File: config.mk
export PLATFORM = sky130hd
export DESIGN_NAME = sctc_texel_store
export DESIGN_NICKNAME = d
export VERILOG_FILES = /design/src/scaled_column_texel_colorkey_defines.svh /design/src/sctc_pkg.sv /design/src/sctc_texel_store.sv
export SDC_FILE = /design/constraint.sdc
export NUM_CORES = 2
export LEC_CHECK = 0
export BUFFER_PORTS_ARGS = -buffer_cell sky130_fd_sc_hd__buf_4
export CAP_MARGIN = 20
export CORE_ASPECT_RATIO = 0.5
export CORE_UTILIZATION = 49
export DETAILED_ROUTE_END_ITERATION = 7
export SLEW_MARGIN = 10
export SYNTH_ARGS = -nofsm -noshare
export SYNTH_HDL_FRONTEND = slang
export SYNTH_SLANG_ARGS = --single-unit
File: constraint.sdc
create_clock -name clk -period 3.9 [get_ports clk]
set_input_delay 0.585 -clock clk [delete_from_list [all_inputs] [get_ports clk]]
set_output_delay 0.585 -clock clk [all_outputs]
set_load 0.05 [all_outputs]
File: src/scaled_column_texel_colorkey_defines.svh
// Assertion macros shared by the textured column block.
`ifndef SCALED_COLUMN_TEXEL_COLORKEY_DEFINES_SVH
`define SCALED_COLUMN_TEXEL_COLORKEY_DEFINES_SVH
`ifndef NO_ASSERTIONS
`define SCTC_ASSERT_IMP(lbl, clk, rstn, ante, cons) \
  lbl: assert property (@(posedge clk) disable iff (!rstn) (ante) |-> (cons)) \
    else $error("sctc: check failed");
`define SCTC_ASSERT_NXT(lbl, clk, rstn, ante, cons) \
  lbl: assert property (@(posedge clk) disable iff (!rstn) (ante) |=> (cons)) \
    else $error("sctc: check failed");
`else
`define SCTC_ASSERT_IMP(lbl, clk, rstn, ante, cons)
`define SCTC_ASSERT_NXT(lbl, clk, rstn, ante, cons)
`endif
`endif

File: src/sctc_pkg.sv
// Shared types, constants and color key function of the textured column block.
package sctc_pkg;

  localparam int SCREEN_ROWS_DEF  = 512;
  localparam int SCREEN_COLS_DEF  = 1024;
  localparam int TEX_ROWS_MAX_DEF = 64;
  localparam int TILE_UNITS_DEF   = 64;

  localparam logic [1:0] REG_PROJ_DIST   = 2'd0;
  localparam logic [1:0] REG_PITCH       = 2'd1;
  localparam logic [1:0] REG_TEX_HEIGHT  = 2'd2;
  localparam logic [1:0] REG_TEX_PRESENT = 2'd3;

  localparam logic FUNC_LOAD  = 1'b0;
  localparam logic FUNC_SHADE = 1'b1;

  localparam logic [23:0] PROJ_DIST_RST  = 24'd227023;
  localparam logic [6:0]  TEX_HEIGHT_RST = 7'd64;
  localparam logic [23:0] MIN_DIST_RAW   = 24'd1280;

  typedef struct packed {
    logic        func;
    logic [5:0]  texel_row;
    logic [31:0] texel_color;
    logic [9:0]  scr_col;
    logic [8:0]  row_y;
    logic        draw;
  } item_t;

  typedef struct packed {
    logic        write_pixel;
    logic [9:0]  pixel_x;
    logic [8:0]  pixel_y;
    logic [31:0] pixel_color;
  } result_t;

  function automatic logic keyed_out(input logic [31:0] c);
    logic [7:0] r;
    logic [7:0] g;
    logic [7:0] b;
    r = c[23:16];
    g = c[15:8];
    b = c[7:0];
    keyed_out = (r < 8'd20 && g < 8'd20 && b < 8'd20) ||
                (r > 8'd240 && g > 8'd240 && b > 8'd240) ||
                (r >= 8'd250 && g <= 8'd5 && b <= 8'd5);
  endfunction

endpackage

File: src/sctc_texel_store.sv
// Texture column memory: load writes, shade reads, color key on the read word.
module sctc_texel_store #(
  parameter int TEX_ROWS_MAX = 64,
  parameter int AW           = 6
) (
  input  logic              clk,
  input  logic              rst_n,
  input  logic              en,
  input  logic              in_valid,
  input  sctc_pkg::item_t   in_item,
  input  logic [AW-1:0]     rd_addr,
  output logic              out_valid,
  output sctc_pkg::result_t out_res
);
  import sctc_pkg::*;

  logic [31:0]   mem [TEX_ROWS_MAX];
  logic [31:0]   rd_data_r;
  logic          m_v_r;
  item_t         m_item_r;
  logic [10:0]   row_w;
  logic          wr_ok;
  logic [AW-1:0] wr_addr;
  logic          draw;

  assign row_w   = 11'(in_item.texel_row);
  assign wr_ok   = row_w < 11'(TEX_ROWS_MAX);
  assign wr_addr = row_w[AW-1:0];

  // loads and shades pass this stage in order, so a read sees every earlier load
  always_ff @(posedge clk) begin
    if (en && in_valid && in_item.func == FUNC_LOAD && wr_ok) begin
      mem[wr_addr] <= in_item.texel_color;
    end
    if (en) begin
      rd_data_r <= mem[rd_addr];
    end
  end

  always_ff @(posedge clk) begin
    if (!rst_n) begin
      m_v_r <= 1'b0;
    end else if (en) begin
      m_v_r <= in_valid;
    end
  end

  always_ff @(posedge clk) begin
    if (en) begin
      m_item_r <= in_item;
    end
  end

  assign draw = m_item_r.draw && !keyed_out(rd_data_r);

  assign out_valid           = m_v_r;
  assign out_res.write_pixel = draw;
  assign out_res.pixel_x     = draw ? m_item_r.scr_col : '0;
  assign out_res.pixel_y     = draw ? m_item_r.row_y : '0;
  assign out_res.pixel_color = draw ? rd_data_r : '0;

endmodule

# Word-level counts from Yosys, hierarchy flattened
# Memory sizes are Yosys's and may differ from the RTL's. A register that Yosys moved wholly into a read port is not among the register bits.
# Cells that the tools add are included.
# op_classes
bitwise,1
magnitude_cmp,10
n_reduce_logical,13
n_mux,5
# ops
cell,count
two-way mux 32 bit,1
"> comparator 8 bit, second input constant",3
"less-than comparator 8 x 5 -> 1 bit, second input constant",3
"<= comparator 8 x 3 -> 1 bit, second input constant",2
logical AND 1 bit,10
two-way mux 10 bit,1
two-way mux 9 bit,1
">= comparator 8 bit, second input constant",1
"less-than comparator 6 x 7 -> 1 bit, second input constant",1
logical OR 1 bit,2
two-way mux 1 bit,2
logical NOT 1 bit,1
NOT 1 bit,1
# totals
reg_bits,21
n_memories,1
ramBits,2048
elab_cells,34
inputBits,69
# mem_list
memory,words,word_bits,rd,rd_ports_with_merged_regs,write_ports,line,text
mem,64,32,1,1,1,sctc_texel_store.sv:17,logic [31:0] mem [TEX_ROWS_MAX];

# Depth between registers and ports, before layout
# logic_depth
word_depth,8
ltp_mapped,10
ltp_nobuf,5

# Least setup slack after synthesis
# No wires, ideal clock.
# synth_timing
path_kind,input -> register
from,input in_item[57] (netlist name)
to,"memory mem[39][0], enable pin"
cell_stages,4
setup_ns,0.421
arrival_ns,2.793
setup_slack_ns,0.686
cell_sequence,clkbuf_1 > or3b_2 > clkbuf_1 > nor2_1
# synth_via
elab_chain_cells,4
# synth_lines
item,line,text
start: declaration,sctc_texel_store.sv:10,"input sctc_pkg::item_t in_item,"
less-than comparator 6 x 7 -> 1 bit,sctc_texel_store.sv:27,assign wr_ok = row_w < 11'(TEX_ROWS_MAX);
logical AND 1 bit,sctc_texel_store.sv:32,if (en && in_valid && in_item.func == FUNC_LOAD && wr_ok) begin
two-way mux 1 bit,sctc_texel_store.sv:32,
two-way mux 1 bit (not written as such),sctc_texel_store.sv:33,mem[wr_addr] <= in_item.texel_color;
end: declaration,sctc_texel_store.sv:17,
# Several ways; a longest one is shown, not always the timed one.

==> reports/summary.txt <==
status -> finished, final reports clean
Final setup viols -> 0
fin crit period -> 3.80 ns
crit path DAT -> 3.21 ns
CP max FO -> 11
Inserted Clock Buffers -> 179
clock root cell -> clkbuf_16
Iter 0 DRT Violations -> 5041
most common cell after layout, fill and taps aside -> edfxtp_1
post-synthesis register bit count -> 2101
Core ar. -> 162000 um^2
Wirelength per Cell -> 34.2 um
final cycle utilization of the critical path -> 0.973
register area -> 63100 um^2
# clock sinks -> 2101
Cells after Synth -> 3435
Pwr Total -> 45.0 mW
Pins Over Slew Limit -> 0
Starting Density -> 0.496
CP Launch Type -> flip-flop
Main synth FF type -> edfxtp_1
Fill cells -> 11600
DRC errors left -> 0
DRT Pass-1 Iters -> 5
IO Count -> 122
Vias/cell -> 6.36
Synth async-reset ratio -> 0
Worst EP required -> 3.31 ns
HPWL after DPL -> 117 mm
Final ANT Viol Nets -> 0
worst hold path class -> in2reg
grt total ovfl -> 0
Synth Warn # -> 0
Mapped Nets -> 3504
gpl congestion -> 0.811
die height -> 288 um
most frequent cells in the layout -> edfxtp_1 (2100), mux4_2 (550), buf_4 (251), clkbuf_16 (183), a22oi_1 (84)
GRT Resource Usage Total -> 0.256
Post-synth EDFFs -> 2100
share of layout cells above drive strength 1 -> 0.315
clock-pin slew on the worst setup and hold paths -> 0.07 ns
R2R setup slack -> 1.19 ns
die area -> 166000 um^2
Clock Path Buffers -> 3
clk_skew -> 0.0244 ns
Die W -> 574 um
Clock Latency Late Sink -> 0.80 ns
area occupied by multi-input gates -> 16900 um^2
largest net degree at the start of global routing -> 65
Final Instance Area -> 92000 um^2
Hold WS -> 0.260 ns
area delta synth->final -> 14.6%
IO Port Bufs -> 121
vias in the first global route -> 39000
P per Cell Area -> 489 nW/um^2
peak supply drop -> 408 uV
global-route wire length before repair -> 294 mm
Fmax -> 263 MHz
Cell Rows -> 104
Synth Cell Area -> 80300 um^2
dpl cell area -> 86000 um^2
Seq/Total Area, Yosys -> 0.786
DR vias -> 38900
CTS tree -> yes
Yosys cell types -> 44
headroom to the max-slew limit -> 0.140
RSZ-0062 raised after global routing -> false
Worst-Margin Slew -> 1.28 ns
max-cap viol count -> 0
WS Path Type -> reg2out
initial antenna violation count -> 18
Leakage -> 28.7 nW
H-tree depth -> 4
Worst Setup End Kind -> output pin
nets@finish -> 3856
final hold vios -> 0
final WL -> 209 mm
Avg Inst Size Synth -> 23.4 um^2
[state kept, by name, indices dropped and copies added, names as in the netlist]
register and flops:
m_item_r 20, mem 2048, out_valid 1, rd_data_r 32
[path summary, 6_finish.rpt]
kind	cells past startpoint	endpoint	from
max	8	out_res[17]	rd_data_r[5]
min	2	rd_data_r[24]	rd_addr[5]
max reg2reg	4	rd_data_r[23]	mem[63][23]
min reg2reg	2	out_valid	out_valid
[final cells by class]
type,count,area share
sequential,2101,0.686
clock buffer,215,0.0511
clock inverter,114,0.00942
tap,2173,0.0296
timing repair buffer,355,0.0403
multi-input combinational,1150,0.184
antenna,4,0.000109
[cell usage after synthesis (33+ instances only)]
master / number / area, um^2
a21oi_1: 43 / 215
a22oi_1: 84 / 631
and2_1: 56 / 350
buf_2: 58 / 290
clkbuf_1: 84 / 315
edfxtp_1: 2100 / 63100
mux2_2: 34 / 383
mux2i_1: 66 / 661
mux4_2: 550 / 12400
nand2_1: 60 / 225
nor2_1: 93 / 349
nor2b_1: 33 / 206
[logic make-up (layout without fill, tap and decap cells)]
| family | after synthesis | after routing | synth area share |
|---|---|---|---|
| mux | 650 | 650 | 0.167 |
| other cells | 0 | 4 | 0 |
| buf+inv | 187 | 684 | 0.0112 |
| flops | 2101 | 2101 | 0.786 |
| compound gates | 215 | 218 | 0.0187 |
| simple gates | 282 | 282 | 0.0171 |
[through the flow]
step	worst slack [ns]	util	cells	setup TNS, ns
6_report	0.104	0.569	6112	0
5_1_grt	0.0224	0.569	6108	0
4_1_cts	-0.0166	0.568	6104	-0.179
3_5_place_dp	0.145	0.532	5746	0
3_3_place_gp	0.103	0.532	5746	0
2_1_floorplan	0.686	-	3435	0
[worst max-delay path, cell delays in order (launching register included)]
cell	delay [ns]
edfxtp_1	0.68
nand4_1	0.15
or2_2	0.34
o41ai_4	0.34
buf_4	0.24
a31oi_4	0.07
buf_12	0.23
and2_1	0.17
buf_4	0.19
[power breakdown]
group | internal, mW | total (mW) | switching [mW]
clock network | 9.34 | 17.4 | 8.02
registers | 24.9 | 25.0 | 0.0697
logic | 0.977 | 2.62 | 1.64
[per-layer routing]
layer | GRT usage | share of wire
met5 | 0 | 0.00012
met4 | 0.0551 | 0.017
met3 | 0.0500 | 0.095
met2 | 0.395 | 0.47
met1 | 0.384 | 0.42
[timing repair]
| action | 4_1_cts | 5_1_grt |
|---|---|---|
| hold buffers | 21 | 0 |
| pin swaps | 14 | 4 |
| endpoints found under the hold margin | 21 | 0 |
| gates cloned | 2 | 1 |
| setup buffers | 6 | 2 |
| setup endpoints to repair | 52 | 51 |
| gates resized for setup | 8 | 4 |
(Power assumes the default switching activity.)
