### config.mk
export PLATFORM = sky130hd
export DESIGN_NAME = sctc_div_pipe
export DESIGN_NICKNAME = d
export VERILOG_FILES = /design/src/scaled_column_texel_colorkey_defines.svh /design/src/sctc_div_pipe.sv
export SDC_FILE = /design/constraint.sdc
export NUM_CORES = 1
export LEC_CHECK = 0
export BUFFER_PORTS_ARGS = -buffer_cell sky130_fd_sc_hd__buf_2
export CORE_MARGIN = 1.5
export CORE_UTILIZATION = 59
export CTS_BUF_LIST = sky130_fd_sc_hd__clkbuf_16
export DETAILED_ROUTE_END_ITERATION = 7
export GPL_ROUTABILITY_DRIVEN = 0
export PLACE_DENSITY_LB_ADDON = 0.2
export SETUP_SLACK_MARGIN = 0.05
export SYNTH_ARGS = -nofsm -noshare
export SYNTH_HDL_FRONTEND = slang
export SYNTH_SLANG_ARGS = --single-unit
### constraint.sdc
create_clock -name clk -period 2.9 [get_ports clk]
set_input_delay 0.58 -clock clk [delete_from_list [all_inputs] [get_ports clk]]
set_output_delay 0.58 -clock clk [all_outputs]
set_load 0.05 [all_outputs]
### src/scaled_column_texel_colorkey_defines.svh
// Assertion macros shared by the textured column block.
`ifndef SCALED_COLUMN_TEXEL_COLORKEY_DEFINES_SVH
`define SCALED_COLUMN_TEXEL_COLORKEY_DEFINES_SVH
`ifndef NO_ASSERTIONS
`define SCTC_ASSERT_IMP(lbl, clk, rstn, ante, cons) \
  lbl: assert property (@(posedge clk) disable iff (!rstn) (ante) |-> (cons)) \
    else $error("sctc: check failed");
`define SCTC_ASSERT_NXT(lbl, clk, rstn, ante, cons) \
  lbl: assert property (@(posedge clk) disable iff (!rstn) (ante) |=> (cons)) \
    else $error("sctc: check failed");
`else
`define SCTC_ASSERT_IMP(lbl, clk, rstn, ante, cons)
`define SCTC_ASSERT_NXT(lbl, clk, rstn, ante, cons)
`endif
`endif

### src/sctc_div_pipe.sv
// Pipelined restoring divider, one quotient bit per stage, with overflow flag.
module sctc_div_pipe #(
  parameter int NW  = 8,
  parameter int DW  = 8,
  parameter int QW  = 4,
  parameter int SBW = 1
) (
  input  logic           clk,
  input  logic           rst_n,
  input  logic           en,
  input  logic           in_valid,
  input  logic [NW-1:0]  in_num,
  input  logic [DW-1:0]  in_den,
  input  logic [SBW-1:0] in_side,
  output logic           out_valid,
  output logic [QW-1:0]  out_quot,
  output logic           out_ovf,
  output logic [SBW-1:0] out_side
);

  localparam int EW = ((NW > DW + QW) ? NW : DW + QW) + 1;

  logic [NW-1:0]  w_rem  [QW+1];
  logic [DW-1:0]  w_den  [QW+1];
  logic [QW-1:0]  w_quot [QW+1];
  logic           w_ovf  [QW+1];
  logic           w_v    [QW+1];
  logic [SBW-1:0] w_side [QW+1];

  assign w_rem[0]  = in_num;
  assign w_den[0]  = in_den;
  assign w_quot[0] = '0;
  assign w_ovf[0]  = EW'(in_num) >= (EW'(in_den) << QW);
  assign w_v[0]    = in_valid;
  assign w_side[0] = in_side;

  for (genvar k = 0; k < QW; k++) begin : g_stage
    localparam int B = QW - 1 - k;
    logic [EW-1:0]  trial;
    logic           ge;
    logic [NW-1:0]  rem_r;
    logic [DW-1:0]  den_r;
    logic [QW-1:0]  quot_r;
    logic           ovf_r;
    logic           v_r;
    logic [SBW-1:0] side_r;

    assign trial = EW'(w_den[k]) << B;
    assign ge    = EW'(w_rem[k]) >= trial;

    always_ff @(posedge clk) begin
      if (!rst_n) begin
        v_r <= 1'b0;
      end else if (en) begin
        v_r <= w_v[k];
      end
    end

    always_ff @(posedge clk) begin
      if (en) begin
        rem_r  <= ge ? NW'(EW'(w_rem[k]) - trial) : w_rem[k];
        den_r  <= w_den[k];
        quot_r <= w_quot[k] | (QW'(ge) << B);
        ovf_r  <= w_ovf[k];
        side_r <= w_side[k];
      end
    end

    assign w_rem[k+1]  = rem_r;
    assign w_den[k+1]  = den_r;
    assign w_quot[k+1] = quot_r;
    assign w_ovf[k+1]  = ovf_r;
    assign w_v[k+1]    = v_r;
    assign w_side[k+1] = side_r;
  end

  assign out_valid = w_v[QW];
  assign out_quot  = w_quot[QW];
  assign out_ovf   = w_ovf[QW];
  assign out_side  = w_side[QW];

endmodule

After elaboration in Yosys (flattened, before gate mapping)
Cells that the tools add are included.
Storage, ports and cells
  bits in registers: 73
  logic and storage cells: 36
Operators by class
  add/sub/neg operators: 3
  bitwise operators: 3
  muxes and demuxes: 3
  $lt $le $gt $ge: 5
Operators with widths (count)
  $mux W8: 3
  $sub A8 B8 Y8: 3
  $ge A8 B12 Y1: 1
  $ge A8 B11 Y1: 1
  $ge A8 B10 Y1: 1
  $ge A8 B9 Y1: 1
  $ge A8 B8 Y1: 1
  $or A4 B1 Y4: 1
  $or A4 B2 Y4: 1
  $or A4 B3 Y4: 1

Longest topological paths before layout
Gate-level depths: netlist of the first run.
  depth in word-level cells: 2
  depth in mapped cells: 10

Least setup slack after synthesis of the first run
Ideal clock, no wire load.
  path kind: input -> register
  start: input port in_num[3]
  end: register g_stage[0].rem_r[5], data pin
  arrival time: 2.304 ns
  library setup time: 0.260 ns
  stages on the path: 8
  path slack: 0.337 ns
  buffers on the path: 0
  cell sequence: inv_1 > ha_1 > fa_1 > nand2b_1 > a21oi_1 > o21ai_0 > a21oi_2 > mux2_2
On the way
  longest elaborated chain between the ends: 2
RTL lines
  start, declared: RTL line sctc_div_pipe.sv:12  | input logic [NW-1:0] in_num,
  $ge A8 B11 Y1: RTL line sctc_div_pipe.sv:49  | assign ge = EW'(w_rem[k]) >= trial;
  via g_stage[0].ge: RTL line sctc_div_pipe.sv:40  | logic ge;
  $mux W8: RTL line sctc_div_pipe.sv:61  | rem_r <= ge ? NW'(EW'(w_rem[k]) - trial) : w_rem[k];
  end signal, assigned: RTL line sctc_div_pipe.sv:61
  end, declared: RTL line sctc_div_pipe.sv:41  | logic [NW-1:0] rem_r;
The timed path passes the listed nets, and every way through them passes these cells.
A chain may end at the register's enable or synchronous reset.

Worst setup path after layout of the first run
  start: register g_stage[1].den_r[0]
  end: register g_stage[2].rem_r[5], data pin
On the way
  longest elaborated chain between the ends: 2
RTL lines
  start, declared: RTL line sctc_div_pipe.sv:42  | logic [DW-1:0] den_r;
  start signal, assigned: RTL line sctc_div_pipe.sv:62  | den_r <= w_den[k];
  $sub A8 B8 Y8 / $ge A8 B9 Y1 (equally long branches): RTL line sctc_div_pipe.sv:61, sctc_div_pipe.sv:49
  $mux W8 *: RTL line sctc_div_pipe.sv:61
  end signal, assigned: RTL line sctc_div_pipe.sv:61
  end, declared: RTL line sctc_div_pipe.sv:41
Mark *: on every way between the ends. The rest lies on a longest branch, timed or not.

==> impl_metrics.tcl, run 1 <==
set metrics [dict create \
    status "finished clean" \
    n_antenna_cell 0 \
    synth_cell_type_count 38 \
    first_global_vias 2000 \
    synth_edf_count 66 \
    yosysMostFrequentCell "edfxtp_1" \
    synthCells 250 \
    power.total_mw 2.848 \
    postRouteWirelength_um 5312 \
    grt_usage_pct 19.19 \
    netlist_area_mm2 0.003397 \
    fin_skew_ns 0.003204 \
    finalSetupViolations 0 \
    first_pass_iters 4 \
    core_area_mm2 0.005540 \
    nNetsFinal 343 \
    drive_gt1_share_pct 18.37 \
    routedWlPerCell_um 14.51 \
    cp_max_fo 9 \
    p_per_area_mw_per_mm2 715.0 \
    tightest_slew_ns 0.5898 \
    boundaryPins 28 \
    critPathLaunchType "register" \
    netlist_top_cells_count "edfxtp_1, inv_1, ha_1" \
    detail-route-antenna-nets 0 \
    max_cap_viol_count 0 \
    synth.top_cell.area_share_pct 58.34 \
    hp-class "register to register" \
    period_needed_ns 2.495 \
    grt_max_degree 46 \
    slew_violations 0 \
    crit_type "register to register" \
    maxSlewHeadroom_pct 60.68 \
    clk_pin_slew_ns 0.05 \
    ys_ff_latch 70 \
    cts_tree "done" \
    num_vias 1959 \
    ys_warn_count 0 \
    grt_antenna_before_repair 0 \
    max-vdd-ir-drop_mv 0.3559 \
    grt_pass1_wl_um 8790 \
    synth_area_leaders "edfxtp_1, ha_1, inv_1" \
    hold_viol 0 \
    insertion_delay_ns 0.33 \
    fmax_ghz 0.4008 \
    pwr-share-clk_pct 43.1 \
    p_sw_share_pct 22.51 \
    fp-row-count 27 \
    avgSynthCellArea_um2 13.59 \
    synthArstFlopShare_pct 0 \
    place.detailed.hpwl_um 3792 \
    cts-resized-gates 0 \
    die_h_um 78.88 \
    grt-ovfl-total 0 \
    synth-seq-area-share_pct 60.70 \
    crit_path_end_kind "register" \
    final_cell_area_mm2 0.003984 \
    finalCritPeriodShare_pct 86.03 \
    area_growth_pct 17.27 \
    die_w_um 78.88 \
    rsz0062_at_grt "no" \
    synth_top_cell_by_area "edfxtp_1" \
    cp.required_ns 2.98 \
    cts_setup_buffers 0 \
    drtIter0Drc 90 \
    dieArea_mm2 0.006222 \
    synth_ff_type "edfxtp_1" \
    numCtsBuffers 9 \
    cts_max_level 3 \
    port_buffers 27 \
    worst_ep_arrival_time_ns 2.57 \
    viasPerCell 5.352 \
    cts_sinks 70 \
    seq_power_share_pct 43.5 \
    p_leak_nw 1.682 \
    netSwitchingPower_mw 0.6410 \
    dpl_cell_area_mm2 0.003645 \
    start_util_pct 61.31 \
    hold_buffers 0 \
    internal_power_mw 2.207 \
    cts_max_path_buffers 2 \
    fill_cells 391 \
    root_buffer "clkbuf_16" \
    syn_nets 304 \
    finalSetupTns_ns 0 \
    drc 0 \
    combPwrFrac_pct 13.4 \
]
==> state kept, by name (all words and copies together) (netlist names) <==
name and flops:
out_ovf 1, g_stage.ovf_r 3, g_stage.side_r 3, out_quot 4, g_stage.quot_r 6, g_stage.v_r 3, out_side 1, g_stage.rem_r 24
out_valid 1, g_stage.den_r 24
==> per-stage QoR <==
stage               hold slack [ns]  std cells  setup slack, ns  utilization [%]
global route                 0.4226        366           0.3296            71.91
finish                       0.4162        366           0.4051            71.91
floorplan                    0.4003        250           0.3366                -
global placement             0.4001        350           0.2391            65.79
CTS                          0.4174        366           0.4295            71.91
detailed placement           0.4045        350           0.1955            65.79
==> path summary, 6_finish.rpt <==
check                                      start                       endpoint  slack, ns  depth (start not counted)
setup / recovery   g_stage[1].den_r[0]$_DFFE_PP_  g_stage[2].rem_r[5]$_DFFE_PP_       0.41                          6
hold / removal    g_stage[2].quot_r[2]$_DFFE_PP_          out_quot[2]$_DFFE_PP_       0.42                          0
hold reg to reg   g_stage[2].quot_r[2]$_DFFE_PP_          out_quot[2]$_DFFE_PP_       0.42                          0
setup reg to reg   g_stage[1].den_r[0]$_DFFE_PP_  g_stage[2].rem_r[5]$_DFFE_PP_       0.41                          6
==> layout by cell type, fill, tap and decap left out, types with 2 or more instances in the layout <==
cell type   netlist  final
edfxtp_1         66     66
inv_1            35     36
ha_1             30     30
buf_2             1     27
o21ai_0          13     13
a21oi_1          10     10
nor2_1            9      9
clkbuf_16         0      9
mux2i_1           8      8
nand2b_1          7      7
nor2b_1           7      7
nand2_1           7      7
xnor2_1           6      6
a21o_1            4      4
mux2_2            4      4
dfxtp_1           4      4
o31a_1            3      3
mux2_4            3      3
nand4_1           3      3
fa_1              3      3
bufinv_16         0      3
buf_4             0      3
o21a_1            2      2
a21boi_0          2      2
nor3b_1           2      2
o31ai_1           2      2
nand3_1           2      2
a211oi_1          2      2
nor4_1            2      2
xor2_1            2      2
clkinvlp_4        0      2
==> layout make-up <==
class	instances	area (um^2)	share of cell area, %
well taps	72	90.09	2.261
repair buffers	31	177.7	4.460
clock buffers	9	225.2	5.653
multi-input cells	142	1184	29.71
flip-flops and latches	70	2062	51.76
inverters	35	131.4	3.298
clock inverters	7	113.9	2.858
==> metal layers <==
layer  vias to the layer above  track usage (%)  wire [um]
met4                         0            11.23        173
met1                       907            21.15       2153
met5                         -                0          0
li1                        994                -          -
met3                        15            4.483        171
met2                        43            33.79       2814
==> critical path, stage by stage (launching register included) <==
cell,delay (ns)
edfxtp_1,0.39
ha_1,0.23
fa_1,0.41
nand2b_1,0.19
a21oi_1,0.20
o31a_1,0.48
mux2_4,0.35
==> power by group through the flow <==
stage                     logic [mW]  clock network [mW]  registers, mW
after floorplan                0.251                   0           1.27
after global placement         0.360                   0           1.26
after detailed placement       0.375                   0           1.26
after CTS                      0.382                1.24           1.24
after global routing           0.429                1.28           1.25
final                          0.382                1.23           1.24
==> kinds of logic (layout without fill, tap and decap cells) <==
logic type | Yosys count | after routing | synth area share [%]
xor gates and xnor gates | 8 | 8 | 2.063
muxes | 15 | 15 | 5.009
and+or+nand+nor | 42 | 42 | 6.630
DFF | 70 | 70 | 60.70
adders and majority gates | 33 | 33 | 12.82
AOI/OAI and AO/OA | 44 | 44 | 8.324
buffers and inverters | 38 | 82 | 4.457
No activity file was read; power rests on OpenSTA's default activity.
==> inputs of run 2 (changes only) <==
ABC_AREA = 1   (was not set)
CORE_UTILIZATION = 60   (was 59)
==> run 2 against run 1 <==
Compared with the run above: global-route usage increased by 1.0 points; largest power group unchanged; design area rose by 5.4%; critical path type unchanged; sequential power about the same; setup slack improved by 0.40 ns; clock power decreased by 16%; sequential share of layout area shrank 2.7 points; highest routed layer unchanged; maximum frequency grew 19%; critical path depth up 4; largest cell class unchanged.
==> impl_metrics.tcl, run 2 <==
set metrics [dict create \
    critPathLaunchType "register" \
    postRouteWirelength_um 5881 \
    routedWlPerCell_um 12.59 \
    fmax_ghz 0.4779 \
    p_leak_nw 1.962 \
    viasPerCell 5.212 \
    finalSetupViolations 0 \
    hp-class "register to register" \
    cts_max_level 3 \
    first_global_vias 2322 \
    status "finished clean" \
    synthMuxAreaShare_pct 0 \
    grt-ovfl-total 0 \
    seq_power_share_pct 45.7 \
    hold_viol 0 \
    fin_skew_ns 0.005507 \
    yosysMostFrequentCell "nand2_1" \
    grt_antenna_before_repair 0 \
    synthCells 349 \
    n_antenna_cell 0 \
    grt_usage_pct 20.22 \
    final_cell_mix "nand2_1, inv_1, edfxtp_1" \
    grt_pass1_wl_um 9770 \
    hold_ws_ns 0.4177 \
    layout_commonest_cell "nand2_1" \
    worst_ep_arrival_time_ns 2.17 \
    synth_top_cell_by_area "edfxtp_1" \
    combPwrFrac_pct 16.6 \
    drive_gt1_share_pct 17.09 \
    cp.required_ns 2.98 \
    grt_max_degree 37 \
    cts_setup_buffers 0 \
    synth_top_family_by_area "simple AND/OR/NAND/NOR gates" \
    synthAdderAreaFrac_pct 11.80 \
    first_pass_iters 4 \
    synth_edf_count 66 \
    start_util_pct 62.34 \
    avgSynthCellArea_um2 10.58 \
    synthArstFlopShare_pct 0 \
    syn_nets 403 \
    cp_max_fo 11 \
    p_sw_share_pct 25.57 \
    maxSlewHeadroom_pct 65.72 \
    numCtsBuffers 9 \
    preCtsSetupSlack_ns 0.7239 \
    root_buffer "clkbuf_16" \
    netlist_top_cells_count "nand2_1, inv_1, edfxtp_1" \
    dpl_cell_area_mm2 0.003916 \
    p_per_area_mw_per_mm2 650.8 \
    boundaryPins 28 \
    insertion_delay_ns 0.33 \
    max-vdd-ir-drop_mv 0.4146 \
    min_to "g_stage[2].quot_r[3]$_DFFE_PP_" \
    hold_buffers 0 \
    r2r-start "g_stage[0].rem_r[2]$_DFFE_PP_" \
    nNetsFinal 441 \
    ys_warn_count 0 \
    slew_violations 0 \
    die_h_um 81.43 \
    synth_simple_gate_area_share_pct 18.75 \
    finalSetupTns_ns 0 \
    synth-seq-area-share_pct 55.86 \
    synth_xor_area_share_pct 1.424 \
    rr_worst_depth 10 \
    tightest_slew_ns 0.5142 \
    rsz0062_at_grt "no" \
    reg_top3 "g_stage.den_r x24, g_stage.rem_r x24, g_stage.quot_r x6" \
    clk_pin_slew_ns 0.05 \
    netSwitchingPower_mw 0.6986 \
    synth.top_cell.area_share_pct 53.69 \
    synth_cell_type_count 28 \
    drtIter0Drc 119 \
    period_needed_ns 2.092 \
    max_cap_viol_count 0 \
    internal_power_mw 2.034 \
    area_growth_pct 13.76 \
    min_from "g_stage[1].quot_r[3]$_DFFE_PP_" \
    core_area_mm2 0.005921 \
    fill_cells 414 \
    final_cell_area_mm2 0.004199 \
    r2r_slack_ns 0.81 \
    cts-resized-gates 0 \
    port_buffers 27 \
    cts_sinks 70 \
    hold_depth 0 \
    ys_ff_latch 70 \
    detail-route-antenna-nets 0 \
    drc 0 \
    netlist_area_mm2 0.003691 \
    rr_endpoint "g_stage[1].rem_r[5]$_DFFE_PP_" \
    place.detailed.hpwl_um 4425 \
    crit_start "g_stage[0].rem_r[2]$_DFFE_PP_" \
    synth_ff_type "edfxtp_1" \
    cts_max_path_buffers 2 \
    layout_setup_ws_ns 0.8077 \
    pwr-share-clk_pct 37.7 \
    finalCritPeriodShare_pct 72.15 \
    dieArea_mm2 0.006631 \
    fp-row-count 28 \
    crit_type "register to register" \
    die_w_um 81.43 \
    num_vias 2434 \
    synth_area_leaders "edfxtp_1, ha_1, nand2_1" \
    crit_path_end_kind "register" \
    synth_compound_area_share_pct 4.508 \
    cts_tree "done" \
]
## run 2: cell types whose count changed in the layout (fill, tap and decap cells not counted), moves of 9 or more
cell / delta
nor2_1: +17
inv_1: +32
nand3_1: +9
nand2_1: +66
nand4_1: +11
## run 2: layout make-up
cell class	count	area, um^2	area share, %
repair buffers	29	162.7	3.874
inverters	67	251.5	5.989
well taps	75	93.84	2.235
multi-input cells	210	1346	32.06
flip-flops and latches	70	2062	49.11
clock inverters	7	57.56	1.371
clock buffers	9	225.2	5.364
## run 2: logic make-up (layout without fill, tap and decap cells)
logic type	after synthesis	in the layout
XOR/XNOR	6	6
flip-flops	70	70
buffers and inverters	69	112
AND/OR/NAND/NOR	145	145
AO/OA/AOI/OAI	26	26
adder cells (fa/ha/maj)	33	33
## run 2: how the worst max path moves through the flow
stage / endpoint / slack (ns) / depth (start not counted)
after CTS: g_stage[1].rem_r[5]$_DFFE_PP_ / 0.79 / 10
after global routing: g_stage[1].rem_r[5]$_DFFE_PP_ / 0.63 / 10
after global placement: g_stage[0].rem_r[4]$_DFFE_PP_ / 0.75 / 9
final: g_stage[1].rem_r[5]$_DFFE_PP_ / 0.81 / 10
after floorplan: g_stage[0].rem_r[3]$_DFFE_PP_ / 0.93 / 8
after detailed placement: g_stage[0].rem_r[7]$_DFFE_PP_ / 0.72 / 9
## run 2: power by group through the flow
stage               clock, mW  combinational (mW)  sequential (mW)
floorplan                   0               0.326             1.28
global placement            0               0.435             1.26
detailed placement          0               0.450             1.27
CTS                      1.04               0.457             1.25
global route             1.07               0.521             1.26
finish                   1.03               0.454             1.25
## run 2: layer usage
| metal | vias to the layer above | GRT usage, % | share of wire, % |
|---|---|---|---|
| met5 | - | 0 | 0 |
| met4 | 0 | 10.52 | 2.1 |
| met3 | 11 | 4.333 | 3.3 |
| met2 | 51 | 37.69 | 54 |
| met1 | 1134 | 21.13 | 40 |
| li1 | 1238 | - | - |
## run 2: worst max-delay path, cell delays in order (launching register included)
cell and delay, ns:
edfxtp_1 0.35, inv_1 0.08, ha_1 0.15, inv_1 0.07, fa_1 0.41, nand3_1 0.09, nand3_1 0.10, nand2_1 0.14
nand3_2 0.24, nand2_1 0.16, o21ai_2 0.06
## run 2: metrics by stage
step           utilization [%]  power (mW)  std cells
2_1_floorplan                -       1.610        349
3_3_place_gp             66.15       1.699        451
3_5_place_dp             66.15       1.719        451
4_1_cts                  70.92       2.743        467
5_1_grt                  70.92       2.851        467
6_report                 70.92       2.733        467
